### src/rtl/afahb_pkg.sv
`timescale 1ns / 1ps

package afahb_pkg;

    // Input opcodes
    localparam logic OP_FRAME = 1'b0;
    localparam logic OP_FLUSH = 1'b1;

    // Result kinds
    localparam logic KIND_HDR   = 1'b0;
    localparam logic KIND_ENTRY = 1'b1;

    localparam int          LEN_W      = 14;
    localparam int          CNT_W      = 6;
    localparam int          TYPE_W     = 7;
    localparam int          RATE_W     = 5;
    localparam logic [13:0] LEN_MAX    = 14'h3FFF;
    localparam logic [13:0] LEN_START  = 14'd1;
    localparam logic [13:0] MTU_RESET  = 14'd1500;
    localparam logic [7:0]  ENTRY_LOW  = 8'h01;

    // One closed packet, handed from front to back
    typedef struct packed {
        logic              bank;
        logic [CNT_W-1:0]  count;
        logic [7:0]        hdr;
        logic [LEN_W-1:0]  len;
    } t_close_cmd;

    // Back reports that it has finished reading a bank
    typedef struct packed {
        logic done;
        logic bank;
    } t_back_status;

    typedef enum logic [1:0] {
        S_IDLE,
        S_HDR,
        S_READ,
        S_ENTRY
    } t_back_state;

endpackage

### src/rtl/afahb_ram.sv
`timescale 1ns / 1ps

module afahb_ram #(
    parameter int WIDTH = 8,
    parameter int DEPTH = 64
) (
    input  logic                     i_clk,
    input  logic                     i_we,
    input  logic [$clog2(DEPTH)-1:0] i_waddr,
    input  logic [WIDTH-1:0]         i_wdata,
    input  logic                     i_re,
    input  logic [$clog2(DEPTH)-1:0] i_raddr,
    output logic [WIDTH-1:0]         o_rdata
);

    logic [WIDTH-1:0] r_mem [DEPTH];
    logic [WIDTH-1:0] r_rdata;

    always_ff @(posedge i_clk) begin
        if (i_we) begin
            r_mem[i_waddr] <= i_wdata;
        end
        if (i_re) begin
            r_rdata <= r_mem[i_raddr];
        end
    end

    assign o_rdata = r_rdata;

endmodule

### src/rtl/afahb_queue.sv
`timescale 1ns / 1ps

module afahb_queue (
    input  logic                  i_clk,
    input  logic                  i_rst_n,
    input  logic                  i_push,
    input  afahb_pkg::t_close_cmd i_data,
    output logic                  o_full,
    input  logic                  i_pop,
    output afahb_pkg::t_close_cmd o_data,
    output logic                  o_empty
);

    afahb_pkg::t_close_cmd r_mem [2];
    logic                  r_wptr;
    logic                  r_rptr;
    logic [1:0]            r_cnt;
    logic                  do_push;
    logic                  do_pop;

    assign o_full  = (r_cnt == 2'd2);
    assign o_empty = (r_cnt == 2'd0);
    assign do_push = i_push && !o_full;
    assign do_pop  = i_pop && !o_empty;
    assign o_data  = r_mem[r_rptr];

    always_ff @(posedge i_clk) begin
        if (do_push) begin
            r_mem[r_wptr] <= i_data;
        end
    end

    always_ff @(posedge i_clk) begin
        if (!i_rst_n) begin
            r_wptr <= 1'b0;
            r_rptr <= 1'b0;
            r_cnt  <= 2'd0;
        end else begin
            if (do_push) begin
                r_wptr <= ~r_wptr;
            end
            if (do_pop) begin
                r_rptr <= ~r_rptr;
            end
            r_cnt <= r_cnt + {1'b0, do_push} - {1'b0, do_pop};
        end
    end

endmodule

### src/rtl/afahb_front.sv
`timescale 1ns / 1ps

module afahb_front #(
    parameter int MAX_FRAMES = 32
) (
    input  logic                                   i_clk,
    input  logic                                   i_rst_n,
    input  logic [13:0]                            i_mtu,
    input  logic                                   i_valid,
    output logic                                   o_ready,
    input  logic                                   i_opcode,
    input  logic [7:0]                             i_frame_type_byte,
    input  logic [7:0]                             i_mode_byte,
    input  logic [13:0]                            i_frame_size,
    output logic                                   o_push,
    output afahb_pkg::t_close_cmd                  o_cmd,
    input  logic                                   i_q_full,
    input  afahb_pkg::t_back_status                i_status,
    output logic                                   o_wr_en,
    output logic [$clog2(MAX_FRAMES > 1 ? MAX_FRAMES : 2):0] o_wr_addr,
    output logic [afahb_pkg::TYPE_W-1:0]           o_wr_data
);

    localparam int IdxW = $clog2(MAX_FRAMES > 1 ? MAX_FRAMES : 2);
    localparam int CntW = $clog2(MAX_FRAMES + 1);

    logic [CntW-1:0]              r_count, n_count;
    logic [afahb_pkg::LEN_W-1:0]  r_len, n_len;
    logic [afahb_pkg::RATE_W-1:0] r_rate, n_rate;
    logic                         r_rate_vld, n_rate_vld;
    logic [7:0]                   r_first_mode, n_first_mode;
    logic                         r_bank, n_bank;
    logic [1:0]                   r_pending, n_pending;

    logic                         is_flush;
    logic [afahb_pkg::RATE_W-1:0] next_rate;
    logic [afahb_pkg::RATE_W-1:0] cur_rate;
    logic [14:0]                  sum_cur;
    logic [14:0]                  sum_new;
    logic [13:0]                  len_base;
    logic [CntW-1:0]              count_base;
    logic                         close_req;
    logic                         do_close;
    logic                         accept;
    logic                         wbank;

    always_comb begin
        is_flush   = (i_opcode == afahb_pkg::OP_FLUSH);
        next_rate  = i_mode_byte[4:0];
        cur_rate   = r_rate_vld ? r_rate : next_rate;
        sum_cur    = {1'b0, r_len} + {1'b0, i_frame_size};
        close_req  = is_flush || (next_rate != cur_rate) || (sum_cur > {1'b0, i_mtu})
                     || (r_count >= CntW'(MAX_FRAMES));
        do_close   = close_req && (r_count != '0);
        // A close flips to the other bank, which must be drained by the back
        o_ready    = !do_close || (!r_pending[~r_bank] && !i_q_full);
        accept     = i_valid && o_ready;

        len_base   = do_close ? afahb_pkg::LEN_START : r_len;
        count_base = do_close ? '0 : r_count;
        sum_new    = {1'b0, len_base} + {1'b0, i_frame_size};
        wbank      = do_close ? ~r_bank : r_bank;

        o_push        = accept && do_close;
        o_cmd.bank    = r_bank;
        o_cmd.count   = afahb_pkg::CNT_W'(r_count);
        o_cmd.hdr     = {r_first_mode[4:0], r_first_mode[7:6], 1'b0};
        o_cmd.len     = r_len;

        o_wr_en   = accept && !is_flush;
        o_wr_addr = {wbank, count_base[IdxW-1:0]};
        o_wr_data = i_frame_type_byte[6:0];

        n_count      = r_count;
        n_len        = r_len;
        n_rate       = r_rate;
        n_rate_vld   = r_rate_vld;
        n_first_mode = r_first_mode;
        n_bank       = r_bank;
        n_pending    = r_pending;

        if (i_status.done) begin
            n_pending[i_status.bank] = 1'b0;
        end

        if (accept) begin
            if (do_close) begin
                n_pending[r_bank] = 1'b1;
                n_bank            = ~r_bank;
                n_count           = '0;
                n_len             = afahb_pkg::LEN_START;
            end
            if (!is_flush) begin
                n_rate     = next_rate;
                n_rate_vld = 1'b1;
                if (count_base == '0) begin
                    n_first_mode = i_mode_byte;
                end
                n_count = count_base + CntW'(1);
                n_len   = sum_new[14] ? afahb_pkg::LEN_MAX : sum_new[13:0];
            end
        end
    end

    always_ff @(posedge i_clk) begin
        if (!i_rst_n) begin
            r_count      <= '0;
            r_len        <= afahb_pkg::LEN_START;
            r_rate       <= '0;
            r_rate_vld   <= 1'b0;
            r_first_mode <= 8'd0;
            r_bank       <= 1'b0;
            r_pending    <= 2'b00;
        end else begin
            r_count      <= n_count;
            r_len        <= n_len;
            r_rate       <= n_rate;
            r_rate_vld   <= n_rate_vld;
            r_first_mode <= n_first_mode;
            r_bank       <= n_bank;
            r_pending    <= n_pending;
        end
    end

endmodule

### src/rtl/afahb_back.sv
`timescale 1ns / 1ps

module afahb_back #(
    parameter int MAX_FRAMES = 32
) (
    input  logic                                   i_clk,
    input  logic                                   i_rst_n,
    input  logic                                   i_q_empty,
    input  afahb_pkg::t_close_cmd                  i_cmd,
    output logic                                   o_pop,
    output afahb_pkg::t_back_status                o_status,
    output logic                                   o_rd_en,
    output logic [$clog2(MAX_FRAMES > 1 ? MAX_FRAMES : 2):0] o_rd_addr,
    input  logic [afahb_pkg::TYPE_W-1:0]           i_rd_data,
    output logic                                   o_valid,
    input  logic                                   i_ready,
    output logic                                   o_word_kind,
    output logic [15:0]                            o_header_word,
    output logic [13:0]                            o_packet_length,
    output logic                                   o_last_word
);

    localparam int IdxW = $clog2(MAX_FRAMES > 1 ? MAX_FRAMES : 2);

    afahb_pkg::t_back_state r_state, n_state;
    afahb_pkg::t_close_cmd  r_cmd, n_cmd;
    logic [IdxW-1:0]        r_idx, n_idx;
    logic                   r_ovalid, n_ovalid;
    logic                   r_kind, n_kind;
    logic [15:0]            r_word, n_word;
    logic [13:0]            r_len, n_len;
    logic                   r_last, n_last;
    logic                   out_free;
    logic                   is_last;

    always_comb begin
        out_free = !r_ovalid || i_ready;
        is_last  = ((afahb_pkg::CNT_W'(r_idx) + afahb_pkg::CNT_W'(1)) == r_cmd.count);

        n_state  = r_state;
        n_cmd    = r_cmd;
        n_idx    = r_idx;
        n_ovalid = r_ovalid && !i_ready;
        n_kind   = r_kind;
        n_word   = r_word;
        n_len    = r_len;
        n_last   = r_last;
        o_pop    = 1'b0;
        o_rd_en  = 1'b0;
        o_status = '{done: 1'b0, bank: r_cmd.bank};

        unique case (r_state)
            afahb_pkg::S_IDLE: begin
                if (!i_q_empty) begin
                    o_pop   = 1'b1;
                    n_cmd   = i_cmd;
                    n_idx   = '0;
                    n_state = afahb_pkg::S_HDR;
                end
            end
            afahb_pkg::S_HDR: begin
                if (out_free) begin
                    n_ovalid = 1'b1;
                    n_kind   = afahb_pkg::KIND_HDR;
                    n_word   = {8'h00, r_cmd.hdr};
                    n_len    = '0;
                    n_last   = 1'b0;
                    n_state  = afahb_pkg::S_READ;
                end
            end
            afahb_pkg::S_READ: begin
                o_rd_en = 1'b1;
                n_state = afahb_pkg::S_ENTRY;
            end
            afahb_pkg::S_ENTRY: begin
                if (out_free) begin
                    n_ovalid = 1'b1;
                    n_kind   = afahb_pkg::KIND_ENTRY;
                    n_word   = {~is_last, i_rd_data, afahb_pkg::ENTRY_LOW};
                    n_len    = is_last ? r_cmd.len : '0;
                    n_last   = is_last;
                    if (is_last) begin
                        o_status.done = 1'b1;
                        n_state       = afahb_pkg::S_IDLE;
                    end else begin
                        n_idx   = r_idx + IdxW'(1);
                        n_state = afahb_pkg::S_READ;
                    end
                end
            end
            default: begin
                n_state = afahb_pkg::S_IDLE;
            end
        endcase
    end

    assign o_rd_addr       = {r_cmd.bank, r_idx};
    assign o_valid         = r_ovalid;
    assign o_word_kind     = r_kind;
    assign o_header_word   = r_word;
    assign o_packet_length = r_len;
    assign o_last_word     = r_last;

    always_ff @(posedge i_clk) begin
        r_cmd  <= n_cmd;
        r_idx  <= n_idx;
        r_kind <= n_kind;
        r_word <= n_word;
        r_len  <= n_len;
        r_last <= n_last;
    end

    always_ff @(posedge i_clk) begin
        if (!i_rst_n) begin
            r_state  <= afahb_pkg::S_IDLE;
            r_ovalid <= 1'b0;
        end else begin
            r_state  <= n_state;
            r_ovalid <= n_ovalid;
        end
    end

endmodule

### src/rtl/audio_frame_aggregation_header_builder_core.sv
`timescale 1ns / 1ps

// Audio frame aggregation header builder. Each input transaction is either a
// frame descriptor (frame-type byte, mode byte, frame size) or a flush. Frames
// are gathered into a packet; the packet is closed before a new frame when the
// frame's 5-bit sample-rate index changes, when the packet would grow past the
// MTU (i_cfg_data, reset 1500), or when MAX_FRAMES frames are already held.
// A flush closes the packet too; closing an empty packet yields nothing. A
// closed packet comes out as one common header byte (index<<3 | TFI<<1 from
// the first frame's mode byte) followed by one 16-bit table entry per frame
// (more flag, 7-bit type, low byte 1); the last transaction carries the
// packet length, which saturates at 16383. A frame that does not close a
// packet is never held off. The back end takes a closed packet from the
// queue, emits the header byte and then, for each frame, reads its type
// from a registered RAM before it presents that table entry; the header
// and each entry wait while the output is stalled. Frame types sit
// in two banks of that RAM, so the front keeps taking frames for the next
// packet while the back drains the previous one; the front holds off only a
// transaction that would close a second packet before the first is drained.
// Write the MTU only while the block is idle.
module audio_frame_aggregation_header_builder_core #(
    parameter int MAX_FRAMES = 32
) (
    input  logic        i_clk,
    input  logic        i_rst_n,
    // configuration write
    input  logic        i_cfg_valid,
    output logic        o_cfg_ready,
    input  logic [13:0] i_cfg_data,
    // input transactions
    input  logic        i_valid,
    output logic        o_ready,
    input  logic        i_opcode,
    input  logic [7:0]  i_frame_type_byte,
    input  logic [7:0]  i_mode_byte,
    input  logic [13:0] i_frame_size,
    // result transactions
    output logic        o_valid,
    input  logic        i_ready,
    output logic        o_word_kind,
    output logic [15:0] o_header_word,
    output logic [13:0] o_packet_length,
    output logic        o_last_word
);

    localparam int IdxW  = $clog2(MAX_FRAMES > 1 ? MAX_FRAMES : 2);
    localparam int AddrW = IdxW + 1;

    logic [13:0]              r_mtu;
    logic                     q_push;
    logic                     q_pop;
    logic                     q_full;
    logic                     q_empty;
    afahb_pkg::t_close_cmd    q_in;
    afahb_pkg::t_close_cmd    q_out;
    afahb_pkg::t_back_status  back_status;
    logic                     wr_en;
    logic [AddrW-1:0]         wr_addr;
    logic [afahb_pkg::TYPE_W-1:0] wr_data;
    logic                     rd_en;
    logic [AddrW-1:0]         rd_addr;
    logic [afahb_pkg::TYPE_W-1:0] rd_data;

    // Always take configuration writes
    assign o_cfg_ready = 1'b1;

    always_ff @(posedge i_clk) begin
        if (!i_rst_n) begin
            r_mtu <= afahb_pkg::MTU_RESET;
        end else if (i_cfg_valid) begin
            r_mtu <= i_cfg_data;
        end
    end

    // Front: classify each transaction, keep the packet bookkeeping, store types
    afahb_front #(
        .MAX_FRAMES (MAX_FRAMES)
    ) u_front (
        .i_clk             (i_clk),
        .i_rst_n           (i_rst_n),
        .i_mtu             (r_mtu),
        .i_valid           (i_valid),
        .o_ready           (o_ready),
        .i_opcode          (i_opcode),
        .i_frame_type_byte (i_frame_type_byte),
        .i_mode_byte       (i_mode_byte),
        .i_frame_size      (i_frame_size),
        .o_push            (q_push),
        .o_cmd             (q_in),
        .i_q_full          (q_full),
        .i_status          (back_status),
        .o_wr_en           (wr_en),
        .o_wr_addr         (wr_addr),
        .o_wr_data         (wr_data)
    );

    // Two banks of frame types, one being filled and one being drained
    afahb_ram #(
        .WIDTH (afahb_pkg::TYPE_W),
        .DEPTH (2 ** AddrW)
    ) u_types (
        .i_clk   (i_clk),
        .i_we    (wr_en),
        .i_waddr (wr_addr),
        .i_wdata (wr_data),
        .i_re    (rd_en),
        .i_raddr (rd_addr),
        .o_rdata (rd_data)
    );

    // Closed packets waiting for the back end
    afahb_queue u_queue (
        .i_clk   (i_clk),
        .i_rst_n (i_rst_n),
        .i_push  (q_push),
        .i_data  (q_in),
        .o_full  (q_full),
        .i_pop   (q_pop),
        .o_data  (q_out),
        .o_empty (q_empty)
    );

    // Back: emit header and table entries through the output register
    afahb_back #(
        .MAX_FRAMES (MAX_FRAMES)
    ) u_back (
        .i_clk           (i_clk),
        .i_rst_n         (i_rst_n),
        .i_q_empty       (q_empty),
        .i_cmd           (q_out),
        .o_pop           (q_pop),
        .o_status        (back_status),
        .o_rd_en         (rd_en),
        .o_rd_addr       (rd_addr),
        .i_rd_data       (rd_data),
        .o_valid         (o_valid),
        .i_ready         (i_ready),
        .o_word_kind     (o_word_kind),
        .o_header_word   (o_header_word),
        .o_packet_length (o_packet_length),
        .o_last_word     (o_last_word)
    );

endmodule

### config.mk
export PLATFORM = sky130hd
export DESIGN_NAME = audio_frame_aggregation_header_builder_core
export DESIGN_NICKNAME = d
export VERILOG_FILES = /design/src/rtl/afahb_pkg.sv /design/src/rtl/afahb_ram.sv /design/src/rtl/afahb_queue.sv /design/src/rtl/afahb_front.sv /design/src/rtl/afahb_back.sv /design/src/rtl/audio_frame_aggregation_header_builder_core.sv
export SDC_FILE = /design/constraint.sdc
export NUM_CORES = 1
export LEC_CHECK = 0
export BUFFER_PORTS_ARGS = -buffer_cell sky130_fd_sc_hd__buf_2
export CAP_MARGIN = 20
export CORE_MARGIN = 4
export CORE_UTILIZATION = 50
export CTS_CLUSTER_SIZE = 16
export DETAILED_ROUTE_END_ITERATION = 6
export PLACE_DENSITY = 0.77
export SETUP_SLACK_MARGIN = 0.3
export SLEW_MARGIN = 15
export SYNTH_ARGS = -nofsm -noshare
export SYNTH_HDL_FRONTEND = slang
export SYNTH_HIERARCHICAL = 1
export SYNTH_SLANG_ARGS = --single-unit
### constraint.sdc
create_clock -name i_clk -period 9 [get_ports i_clk]
set_input_delay 0.45 -clock i_clk [delete_from_list [all_inputs] [get_ports i_clk]]
set_output_delay 0.45 -clock i_clk [all_outputs]
set_load 0.01 [all_outputs]
# ---- Yosys cells after proc, flatten, opt, wreduce, memory -nomap -nowiden
# Memories as Yosys holds them, arrays and structs flattened. A register that Yosys moved wholly into a read port is not among the register bits.
# Index checks and enable logic that the tools add are counted.
dict set report word_totals {
  ff_bits 103
  ramBits 504
  word_cells 138
  n_memories 2
}
# name words word_bits rd rd_ports_with_merged_regs wr line
set memory_table {}
lappend memory_table {u_types.r_mem 64 7 1 1 1 afahb_ram.sv:16} ;# logic [WIDTH-1:0] r_mem [DEPTH];
lappend memory_table {u_queue.r_mem 2 28 1 1 1 afahb_queue.sv:14} ;# afahb_pkg::t_close_cmd r_mem [2];
dict set report classes {
  add_sub_neg 7
  n_lt_le_gt_ge 7
  eq_ne 10
  n_mux 49
  bitwise 9
  reduce_logical 35
}
# operator count
set op_table {}
lappend op_table {{14-bit 2-to-1 mux} 6}
lappend op_table {{16-bit 2-to-1 mux} 2}
lappend op_table {{16-bit one-hot mux with 2 select lines} 1}
lappend op_table {{14-bit by 14-bit adder with 15-bit output} 2}
lappend op_table {{14-bit one-hot mux with 2 select lines} 1}
lappend op_table {{1-bit 2-to-1 mux} 20}
lappend op_table {{5-bit 2-to-1 mux} 4}
lappend op_table {{15-bit by 14-bit > comparator with 1-bit output} 1}
lappend op_table {{2-bit 2-to-1 mux} 7}
lappend op_table {{6-bit 2-to-1 mux} 2}
lappend op_table {{1-bit logical AND} 10}
lappend op_table {{5-bit one-hot mux with 2 select lines} 1}
lappend op_table {{3-bit AND reduction} 3}
lappend op_table {{2-bit one-hot mux with 4 select lines} 1}
lappend op_table {{1-bit zero test} 7}
lappend op_table {{5-bit by 1-bit adder with 6-bit output (second input constant)} 1}
lappend op_table {{6-bit by 1-bit adder with 6-bit output (second input constant)} 1}
lappend op_table {{2-bit == test (second input constant)} 3}
lappend op_table {{6-bit == test} 1}
lappend op_table {{6-bit greater-or-equal comparator (second input constant)} 1}
lappend op_table {{6-bit zero test} 1}
lappend op_table {{1-bit by 2-bit < comparator with 1-bit output (second input constant)} 3}
lappend op_table {{1-bit NOT} 6}
lappend op_table {{6-bit nonzero test} 1}
lappend op_table {{other kinds (19)} 31}

# ---- Logic depth before layout (Yosys ltp)
# Gate-level depths: netlist of the first run.
dict set report logic_depth {
  word_depth 13
  depth_mapped 30
}

# ---- Cells and area by module
# Netlist of the first run, hierarchy kept.
# module instances cells_each area_per_inst_um2
set modules_own_cells {}
lappend modules_own_cells {afahb_ram 1 827 17705.7}
lappend modules_own_cells {afahb_front 1 463 3632.2}
lappend modules_own_cells {afahb_back 1 150 2562.5}
lappend modules_own_cells {afahb_queue 1 117 2367.3}
lappend modules_own_cells {audio_frame_aggregation_header_builder_core 1 47 536.8}

# ---- Worst setup path after synthesis of the first run
# Ideal clock, no wire load.
dict set report synth_timing {
  kind {input -> register}
  from {input i_frame_size[0]}
  to {register u_front/r_len[5] in the netlist's numbering}
  setup_ns 0.115
  arrival_ns 6.236
  path_slack_ns 2.649
  cell_stages 30
  path_cell_list {ha_1 -> inv_1 -> fa_1 -> nor2b_1 -> o31a_1 -> o31a_1 -> o21ai_0 -> a21boi_0 -> o21ai_0 -> a21oi_1 -> xor2_1 -> ha_1 -> a21o_1 -> a211o_1 -> a221o_1 -> o21ai_1 -> nand4b_2 -> nand2_1 -> nand2b_1 -> ha_1 -> fa_1 -> a211oi_1 -> o21ai_1 -> and3_1 -> or3_1 -> and2_1 -> buf_2 -> buf_2 -> o21a_1 -> o21a_1}
}
dict set report synth_via {
  elab_chain_cells 9
  word_cells_on_any_way 12
  classes_between {add/sub (2); order compare (1); mux (3); reduce/logical (6)}
}
# item line
set synth_lines {}
lappend synth_lines {{start: declaration} audio_frame_aggregation_header_builder_core.sv:36} ;# input logic [13:0] i_frame_size,
lappend synth_lines {{14-bit by 14-bit adder with 15-bit output} afahb_front.sv:51} ;# sum_cur = {1'b0, r_len} + {1'b0, i_frame_size};
lappend synth_lines {{15-bit by 14-bit > comparator with 1-bit output} afahb_front.sv:52} ;# close_req = is_flush || (next_rate != cur_rate) || (sum_cur > {1'b0, i_mtu})
lappend synth_lines {{1-bit logical OR} afahb_front.sv:52}
lappend synth_lines {{1-bit logical OR} afahb_front.sv:53} ;# || (r_count >= CntW'(MAX_FRAMES));
lappend synth_lines {{1-bit logical AND} afahb_front.sv:54} ;# do_close = close_req && (r_count != '0);
lappend synth_lines {{14-bit 2-to-1 mux} afahb_front.sv:59} ;# len_base = do_close ? afahb_pkg::LEN_START : r_len;
lappend synth_lines {{14-bit by 14-bit adder with 15-bit output} afahb_front.sv:61} ;# sum_new = {1'b0, len_base} + {1'b0, i_frame_size};
lappend synth_lines {{14-bit 2-to-1 mux} afahb_front.sv:100} ;# n_len = sum_new[14] ? afahb_pkg::LEN_MAX : sum_new[13:0];
lappend synth_lines {{14-bit 2-to-1 mux} afahb_front.sv:93} ;# if (!is_flush) begin
lappend synth_lines {{end signal: assignment} afahb_front.sv:108} ;# r_len <= afahb_pkg::LEN_START;
lappend synth_lines {{end signal: assignment} afahb_front.sv:116} ;# r_len <= n_len;
lappend synth_lines {{end: declaration} afahb_front.sv:28} ;# logic [afahb_pkg::LEN_W-1:0] r_len, n_len;
# Parallel ways exist; a longest one is shown, timed or not.
# A chain may end at the register's enable or synchronous reset.

# ---- Final worst setup path of the first run
dict set report layout_timing {
  from {register u_front/r_len[0] in the netlist's numbering}
  to {memory u_types/r_mem[14][3] in the netlist's numbering, enable pin}
}
dict set report layout_via {
  elab_chain_cells 11
  word_cells_on_any_way 13
  classes_between {add/sub (1); order compare (1); mux (4); reduce/logical (7)}
}
# item line
set layout_lines {}
lappend layout_lines {{14-bit by 14-bit adder with 15-bit output} afahb_front.sv:51}
lappend layout_lines {{15-bit by 14-bit > comparator with 1-bit output} afahb_front.sv:52}
lappend layout_lines {{1-bit logical OR} afahb_front.sv:52}
lappend layout_lines {{1-bit logical OR} afahb_front.sv:53}
lappend layout_lines {{1-bit logical AND} afahb_front.sv:54}
lappend layout_lines {{1-bit zero test} afahb_front.sv:56} ;# o_ready = !do_close || (!r_pending[~r_bank] && !i_q_full);
lappend layout_lines {{1-bit logical OR} afahb_front.sv:56}
lappend layout_lines {{1-bit logical AND} afahb_front.sv:57} ;# accept = i_valid && o_ready;
lappend layout_lines {{1-bit logical AND} afahb_front.sv:70} ;# o_wr_en = accept && !is_flush;
lappend layout_lines {{net wr_en} audio_frame_aggregation_header_builder_core.sv:57} ;# logic wr_en;
lappend layout_lines {{1-bit 2-to-1 mux} afahb_ram.sv:20} ;# if (i_we) begin
lappend layout_lines {{1-bit 2-to-1 mux (implied by the code)} afahb_ram.sv:21} ;# r_mem[i_waddr] <= i_wdata;
lappend layout_lines {{end: declaration} afahb_ram.sv:16}
# The timed path passes the listed nets, and every way through them passes these cells.

==> results_tabular.tex, run 1 <==
\begin{tabular}{lr}
\hline
Metric & Value \\
\hline
\multicolumn{2}{l}{\textbf{Status}} \\
Result of the run & finished clean \\
\multicolumn{2}{l}{\textbf{Place}} \\
Detail Placement HPWL & 35,500 um \\
Number of port buffers & 81 \\
Number of instances in the placed design & 2,306 \\
Final weighted congestion in routability-driven placement & 0.853 \\
\multicolumn{2}{l}{\textbf{Floorplanning}} \\
Die X-Extent & 240 um \\
\# rows & 84 \\
Area of the core & 52,900 um\^{}2 \\
IO Count & 85 \\
Full die area & 57,400 um\^{}2 \\
Initial Util & 50.7\% \\
Die outline height & 240 um \\
\multicolumn{2}{l}{\textbf{Clock tree}} \\
Clock tree from TritonCTS & yes \\
Clock latency on the worst-skew pair & approximately 0.63 ns \\
H-tree depth & 2 \\
CTS root buf & clkbuf\_16 \\
Clock edge transition at the registers on the reported setup and hold paths & 0.07 ns \\
Postcts setup bufs & 0 \\
CTS Buf Count & 61 \\
Largest buffer count on any clock path & 3 \\
Clock net sink count & $\sim$640 \\
Number of buffers inserted by hold repair at cts & 0 \\
Count of instances resized after the clock tree is built & 0 \\
\multicolumn{2}{l}{\textbf{Power}} \\
Worst IR Drop VDD & slightly below 0.2 mV \\
Static leakage & 0.0102 uW \\
Total power divided by cell area & 223 nW/um\^{}2 \\
\multicolumn{2}{l}{\textbf{Synthesis}} \\
Synthesized-area fraction occupied by ao, oa, aoi and oai cells & 5.73\% \\
Synth Area per Inst & $\sim$17 um\^{}2 \\
Simple-gate share of the synthesized area & 6.54\% \\
Area share of xor/xnor cells in the synthesized design & $\sim$1.0\% \\
Count of warnings emitted by yosys & 6 \\
Synth unique cells & 79 \\
Flops \& latches, synth & 637 \\
Number of enable flip-flop cells after synthesis & 579 \\
Fraction of synthesized cell area taken by the top area cell type & between 60\% and 70\% \\
Synthesized cell area & roughly 27,000 um\^{}2 \\
Count leader, synth & edfxtp\_1 \\
Fraction of the yosys area taken by sequential cells & 69.2\% \\
Primary FF master, synth & edfxtp\_1 \\
Commonest cells in the synthesized netlist & edfxtp\_1 (579), nor2\_1 (115), mux4\_2 (112), nand2\_1 (59), dfxtp\_1 (58) \\
Largest family of logic cells by synthesized area & multiplexers \\
Top cells by area in the synthesized netlist & edfxtp\_1 (65\%), mux4\_2 (9.4\%), dfxtp\_1 (4.3\%), ha\_1 (2.2\%), mux2i\_1 (1.7\%) \\
Syn Inst Count & $\sim$1,600 \\
Biggest area consumer among synthesized cells & edfxtp\_1 \\
Post-synthesis net count & around 1,700 \\
Synthesized-area fraction occupied by adder cells & 2.34\% \\
Share of synthesized area spent on multiplexers & 12.5\% \\
Share of synthesized flip-flops with an asynchronous set or reset & 0\% \\
\multicolumn{2}{l}{\textbf{Timing}} \\
Worst slew margin relative to its limit & 32.2\% \\
Setup skew after layout & 0.0494 ns \\
Number of pins with negative max-slew slack in the final report & 0 \\
Setup repair after global routing missed its margin & false \\
Number of hold violations in the final report & 0 \\
Highest achievable clock rate & 132 MHz \\
Setup-failing EPs final & 0 \\
Slew at the pin with the worst max-slew slack & between 1 and 1.5 ns \\
Min cycle time layout & 7.59 ns \\
Post-route setup TNS & 0 ns \\
Ratio of final minimum period to clock period & a little over four fifths \\
\multicolumn{2}{l}{\textbf{Setup path}} \\
R2R cell count & 21 \\
Top cell family by delay on the critical path & compound AO/OA/AOI/OAI gates \\
Maximum net fanout on the critical path & 28 \\
FF-to-FF Start & u\_front/r\_len[0] \\
Required time of the critical path & 9.25 ns \\
Slowest stage cell, crit path & a31oi\_4 \\
Reg2reg setup slack & 1.41 ns \\
CP Launch Type & register \\
Buffers plus inverters on the worst setup path & 1 \\
Category of the worst setup path capture point & register \\
Type of the worst setup path & register to register \\
Cells along the critical path & ha\_1 > inv\_1 > fa\_1 > nor2b\_1 > o31a\_1 > o31a\_1 > o21ai\_0 > a21boi\_0 > o21ai\_0 > a21oi\_1 > xor2\_1 > ha\_1 > a21o\_1 > a211o\_1 > a221o\_1 > o21ai\_1 > nand4b\_2 > a31oi\_4 > nor2b\_1 > nand3\_1 > nor2\_1 \\
Critical register-to-register path endpoint & u\_types/r\_mem[14][3] \\
Largest incremental delay on the critical path & 0.99 ns \\
Data arrival, critical path & slightly below 8 ns \\
\multicolumn{2}{l}{\textbf{Final layout}} \\
Layout Area Growth over Synthesis & 11.2\% \\
Diode insertion count for antenna repair & 0 \\
Count of placed standard cells in the final layout, fillers left out & around 2,400 \\
Area taken by flip-flops and latches & 18,500 um\^{}2 \\
Filler instances & 3,851 \\
Number of nets in the layout & between 1,500 and 2,000 \\
Footprint of the multi-input gates & around 7600 um\^{}2 \\
Fraction of layout cells with a size suffix above 1 & 20.4\% \\
\multicolumn{2}{l}{\textbf{Min path}} \\
Startpoint of the worst hold path & i\_cfg\_data[3] \\
Min-delay worst type & input port to register \\
Worst min-delay path endpoint & r\_mtu[3] \\
Cell depth of the worst hold path & 3 \\
\multicolumn{2}{l}{\textbf{Job}} \\
Max-Cap Viols & 0 \\
\multicolumn{2}{l}{\textbf{Global routing}} \\
Overall track demand over capacity in global routing & 19.8\% \\
Via count of the first global-routing pass & 14,747 \\
Number of antenna violations at the first check in global routing & 2 \\
Total gr overflow & 0 \\
Wire length of the first global-routing pass & 87,000 um \\
Largest net degree at the start of global routing & 65 \\
\multicolumn{2}{l}{\textbf{Detailed routing}} \\
Post-DR wirelength/cell & 23.8 um \\
Via count & around 15,000 \\
Mean number of vias per cell & 6.13 \\
Drc violations & 0 \\
Initial drt markers & 1,521 \\
Number of nets still failing antenna checks after routing & 0 \\
Detailed-router iteration count before antenna repair & 5 \\
DRT Wirelength & 57,800 um \\
\hline
\end{tabular}
==> cells in the final DEF, fill, tap and decap left out, types with 12 or more instances in the layout <==
cell type and count:
a211oi_1 14, a21o_1 15, a21oi_1 46, and2_1 40, and3_1 14, buf_2 78, buf_4 23, clkbuf_1 14
clkbuf_16 64, dfxtp_1 58, edfxtp_1 579, ha_1 47, inv_1 40, mux2_2 21, mux2i_1 45, mux4_2 112
nand2_1 59, nand3_1 24, nor2_1 114, nor2b_1 18, nor3_1 20, o21a_1 16, o21ai_0 29, o22ai_1 16
xnor2_1 20, xor2_1 12
==> flip-flops by register name, summed over array words and instances, names as in the netlist, 2 cells and up, named ones only <==
signal                  flops
r_mtu                      14
u_back/o_header_word       16
u_back/o_packet_length     14
u_back/r_cmd               28
u_back/r_idx                5
u_back/r_state              2
u_front/r_count             6
u_front/r_first_mode        7
u_front/r_len              14
u_front/r_pending           2
u_front/r_rate              5
u_queue/r_cnt               2
u_queue/r_mem              58
u_types/o_rdata             7
u_types/r_mem             448
==> where the power goes <==
group	switching, uW	total (uW)	internal [uW]
clock	1070	2500	1430
combinational	466	775	309
sequential	53.1	3380	3320
total	1590	6650	5070
==> cell families (layout without fill, tap and decap cells) <==
logic type	count (synthesis)	count (layout)
DFF	637	637
other	2	2
muxes	188	188
and+or+nand+nor	349	349
adders and majority gates	49	49
AOI/OAI and AO/OA	221	221
buffers and inverters	126	259
xor gates and xnor gates	32	32
==> through the flow <==
stage	hold slack, ns	setup slack, ns	total power, uW	area (um^2)	utilization (%)
2_1_floorplan	0.425	2.65	3970	26800	-
3_3_place_gp	0.435	1.69	4160	27700	52.4
3_5_place_dp	0.446	1.47	4190	27700	52.4
4_1_cts	0.00997	1.58	6680	29700	56.1
5_1_grt	0.0255	0.939	6900	29800	56.4
6_report	0.0382	1.41	6650	29800	56.4
==> how the worst max path moves through the flow <==
stage                     start                   end  slack (ns)  depth (start not counted)
2_1_floorplan   i_frame_size[0]      u_front/r_len[5]        2.65                         30
3_3_place_gp    i_frame_size[0]      u_front/r_len[4]        1.69                         30
3_5_place_dp    i_frame_size[0]  u_types/r_mem[14][5]        1.47                         22
4_1_cts        u_front/r_len[0]  u_types/r_mem[14][4]        1.58                         21
5_1_grt        u_front/r_len[0]     u_front/r_len[13]        0.94                         29
6_report       u_front/r_len[0]  u_types/r_mem[14][3]        1.41                         21
==> cell type report <==
type                       instances  share of cell area [%]
timing repair buffer             105                    2.21
multi-input combinational        841                    25.4
sequential                       637                    62.2
tap                              688                    2.89
clock inverter                    30                   0.932
clock buffer                      83                    5.78
inverter                          41                   0.516
==> worst register-to-register path: stages (launching register included) <==
cell and delay [ns]:
dfxtp_1 0.40, ha_1 0.19, inv_1 0.05, fa_1 0.39, nor2b_1 0.18, o31a_1 0.19, o31a_1 0.24, o21ai_0 0.14
a21boi_0 0.26, o21ai_0 0.14, a21oi_1 0.17, xor2_1 0.22, ha_1 0.28, a21o_1 0.20, a211o_1 0.30, a221o_1 0.26
o21ai_1 0.26, nand4b_2 0.45, a31oi_4 0.99, nor2b_1 0.35, nand3_1 0.62, nor2_1 0.89
==> routing by layer <==
metal	track usage, %	vias to the layer above	part of all wire (%)	wire [um]
met5	0	-	0.036	21
met4	8.37	4	3.7	2140
met3	4.08	137	8.5	4930
met2	32.9	713	50	29000
met1	25.7	7542	38	21700
li1	-	6473	-	-
Power figures use the tool's default switching activity.
==> run 2: changes to the inputs <==
Settings changed: PLACE_DENSITY 0.77 to 0.8.
Clock period 9 ns to 6.1 ns, I/O delays scaled along.
==> run 2 against run 1 <==
Against the previous run:
- routed wire length up 4.3%
- worst hold slack better by 0.043 ns
- sequential share of layout area down 2.7 points
- via count up 4.5%
- clock-buffer cell count down 7
- first-iteration DRC count up 18%
- setup slack worse by 1.4 ns
- critical path depth up 9
- non-clock buffer count up 135
- global-route usage up 0.95 points
- register-to-register slack worse by 1.4 ns
- clock power up 47%
- critical path type unchanged
- critical endpoint is now u_front/r_len[0]
- largest cell class unchanged
==> results_tabular.tex, run 2 (synthesis gave the netlist of run 1 again) <==
\begin{tabular}{lr}
\hline
Metric & Value \\
\hline
\multicolumn{2}{l}{\textbf{Global routing}} \\
Via count of the first global-routing pass & 15,612 (+5.9\%) \\
Overall track demand over capacity in global routing & 20.8\% (+0.95 points) \\
Total gr overflow & 0 (unchanged) \\
Wire length of the first global-routing pass & 92,000 um (+5.7\%) \\
Largest net degree at the start of global routing & 109 (+68\%) \\
Number of antenna violations at the first check in global routing & 5 (+3) \\
\multicolumn{2}{l}{\textbf{Min path}} \\
Startpoint of the worst hold path & i\_ready \\
Min-delay worst type & input port to register \\
\multicolumn{2}{l}{\textbf{Setup path}} \\
Largest incremental delay on the critical path & 0.38 ns (-0.61 ns) \\
Maximum net fanout on the critical path & 10 (-64\%) \\
Type of the worst setup path & register to register \\
CP Launch Type & register \\
Slowest stage cell, crit path & or3\_4 \\
Category of the worst setup path capture point & register \\
Data arrival, critical path & 6.54 ns (-1.29 ns) \\
Required time of the critical path & 6.58 ns (-2.67 ns) \\
FF-to-FF Start & u\_front/r\_len[0] \\
Crit path top cell by count & a21o\_1 \\
Startpoint of the worst setup timing path & u\_front/r\_len[0] \\
\multicolumn{2}{l}{\textbf{Timing}} \\
Ratio of final minimum period to clock period & 99.3\% (+15 points) \\
Worst Setup Slack, final & 0.0418 ns (-1.37 ns) \\
Worst slew margin relative to its limit & 26.3\% (-6.0 points) \\
WHS & 0.0810 ns (+0.0427 ns) \\
Setup skew after layout & 0.0357 ns (-0.0137 ns) \\
Slew at the pin with the worst max-slew slack & 1.10 ns (+0.0874 ns) \\
Min cycle time layout & 6.06 ns (-1.53 ns) \\
Highest achievable clock rate & 165 MHz (+25\%) \\
Number of pins with negative max-slew slack in the final report & 0 (unchanged) \\
Setup repair after global routing missed its margin & true \\
Number of hold violations in the final report & 0 (unchanged) \\
Setup-failing EPs final & 0 (unchanged) \\
\multicolumn{2}{l}{\textbf{Place}} \\
Detail Placement HPWL & 37,100 um (+4.3\%) \\
Pre-CTS setup slack & -0.205 ns (-1.68 ns) \\
Number of instances in the placed design & 2,409 (+4.5\%) \\
Final weighted congestion in routability-driven placement & 0.944 (+11\%) \\
Number of port buffers & 81 (unchanged) \\
\multicolumn{2}{l}{\textbf{Floorplanning}} \\
IO Count & 85 (unchanged) \\
\# rows & 84 (unchanged) \\
Initial Util & 50.7\% (unchanged) \\
Die outline height & 240 um (unchanged) \\
Die X-Extent & 240 um (unchanged) \\
Full die area & 57,400 um\^{}2 (unchanged) \\
Area of the core & 52,900 um\^{}2 (unchanged) \\
\multicolumn{2}{l}{\textbf{Final layout}} \\
Register bank with the most flops & u\_types/r\_mem \\
Flip-flop count of the largest register after layout & 448 (unchanged) \\
Largest regs & u\_types/r\_mem (448), u\_queue/r\_mem (58), u\_back/r\_cmd (28) \\
Fraction of layout cells with a size suffix above 1 & 28.1\% (+7.6 points) \\
Number of nets in the layout & 1,920 (+7.5\%) \\
Final standard cell utilization of the core & 58.9\% (+2.6 points) \\
Commonest non-fill, non-tap cells in the layout & edfxtp\_1 (579), buf\_4 (133), nor2\_1 (112), mux4\_2 (112), buf\_2 (76) \\
Count of placed standard cells in the final layout, fillers left out & 2,560 (+5.6\%) \\
Layout Area Growth over Synthesis & 16.3\% \\
Most common library cell in the layout ignoring fill and taps & edfxtp\_1 \\
\multicolumn{2}{l}{\textbf{Detailed routing}} \\
DRT Wirelength & 60,300 um (+4.3\%) \\
Post-DR wirelength/cell & 23.6 um (-1.2\%) \\
Detailed-router iteration count before antenna repair & 5 (unchanged) \\
Via count & 15,534 (+4.5\%) \\
Mean number of vias per cell & 6.07 (-1.0\%) \\
Number of nets still failing antenna checks after routing & 0 (unchanged) \\
Drc violations & 0 (unchanged) \\
Initial drt markers & 1,791 (+18\%) \\
\multicolumn{2}{l}{\textbf{Job}} \\
Max-Cap Viols & 0 (unchanged) \\
\multicolumn{2}{l}{\textbf{Clock tree}} \\
Clock tree from TritonCTS & yes \\
Clock edge transition at the registers on the reported setup and hold paths & 0.06 ns (about the same) \\
Clock net sink count & 637 (unchanged) \\
H-tree depth & 2 (unchanged) \\
Clock latency on the worst-skew pair & 0.63 ns (about the same) \\
Largest buffer count on any clock path & 3 (unchanged) \\
CTS Buf Count & 60 (-1.6\%) \\
CTS root buf & clkbuf\_16 \\
\multicolumn{2}{l}{\textbf{Status}} \\
Result of the run & finished clean \\
\multicolumn{2}{l}{\textbf{Power}} \\
Static leakage & 0.0109 uW (+7.3\%) \\
Total power divided by cell area & 319 nW/um\^{}2 (+43\%) \\
Final Total Pwr & 9950 uW (+50\%) \\
Worst IR Drop VDD & 0.359 mV (+82\%) \\
\hline
\end{tabular}
[run 2: timing repair]
action | in CTS | in global routing
hold endpoints to repair | 25 | 0
pin swaps | 32 | 36
gates resized for setup | 36 | 46
buffers inserted | 8 | 7
hold buffers | 21 | 0
endpoints found under the setup margin | 14 | 357
[run 2: routing by layer]
layer | vias to the layer above | routed length (um) | global-route usage (%)
met5 | - | 50 | 0
met4 | 8 | 2140 | 7.72
met3 | 150 | 5080 | 4.32
met2 | 789 | 30200 | 34.4
met1 | 7849 | 22800 | 27.4
li1 | 6738 | - | -
[run 2: metrics by stage]
stage	TNS [ns]	area [um^2]
after floorplan	0	26900
after global placement	-0.271	28500
after detailed placement	-1.75	28500
after CTS	0	30800
after global routing	-0.683	31200
final	0	31200
[run 2: worst max-delay path, delay by kind of cell, from the launching register on]
| family | cells | cell delay (ns) |
|---|---|---|
| AO/OA/AOI/OAI | 14 | 2.83 |
| XOR/XNOR | 1 | 0.18 |
| adder cells (fa/ha/maj) | 4 | 0.89 |
| buffers and inverters | 4 | 0.44 |
| flip-flops | 1 | 0.34 |
| AND/OR/NAND/NOR | 7 | 1.20 |
[run 2: final cells by class]
class / instances / area (um^2)
fillers: 3683 / 21700
repair buffers: 240 / 1730
flip-flops and latches: 637 / 18600
clock inverters: 36 / 363
inverters: 41 / 154
clock buffers: 76 / 1580
multi-input cells: 841 / 7920
diodes: 1 / 2.50
well taps: 688 / 861
[run 2: path summary, 6_finish.rpt]
| kind | end | slack, ns | cells past startpoint |
|---|---|---|---|
| max | u_front/r_len[0] | 0.04 | 30 |
| min | u_back/o_valid | 0.08 | 3 |
| max reg2reg | u_front/r_len[0] | 0.04 | 30 |
| min reg2reg | u_queue/r_mem[0][21] | 0.45 | 0 |
[run 2: power breakdown]
part           switching (uW)  internal, uW  total, uW
Sequential               81.1          4900       4990
Clock                    1570          2100       3670
Combinational             749           545       1290
Total                    2400          7550       9950
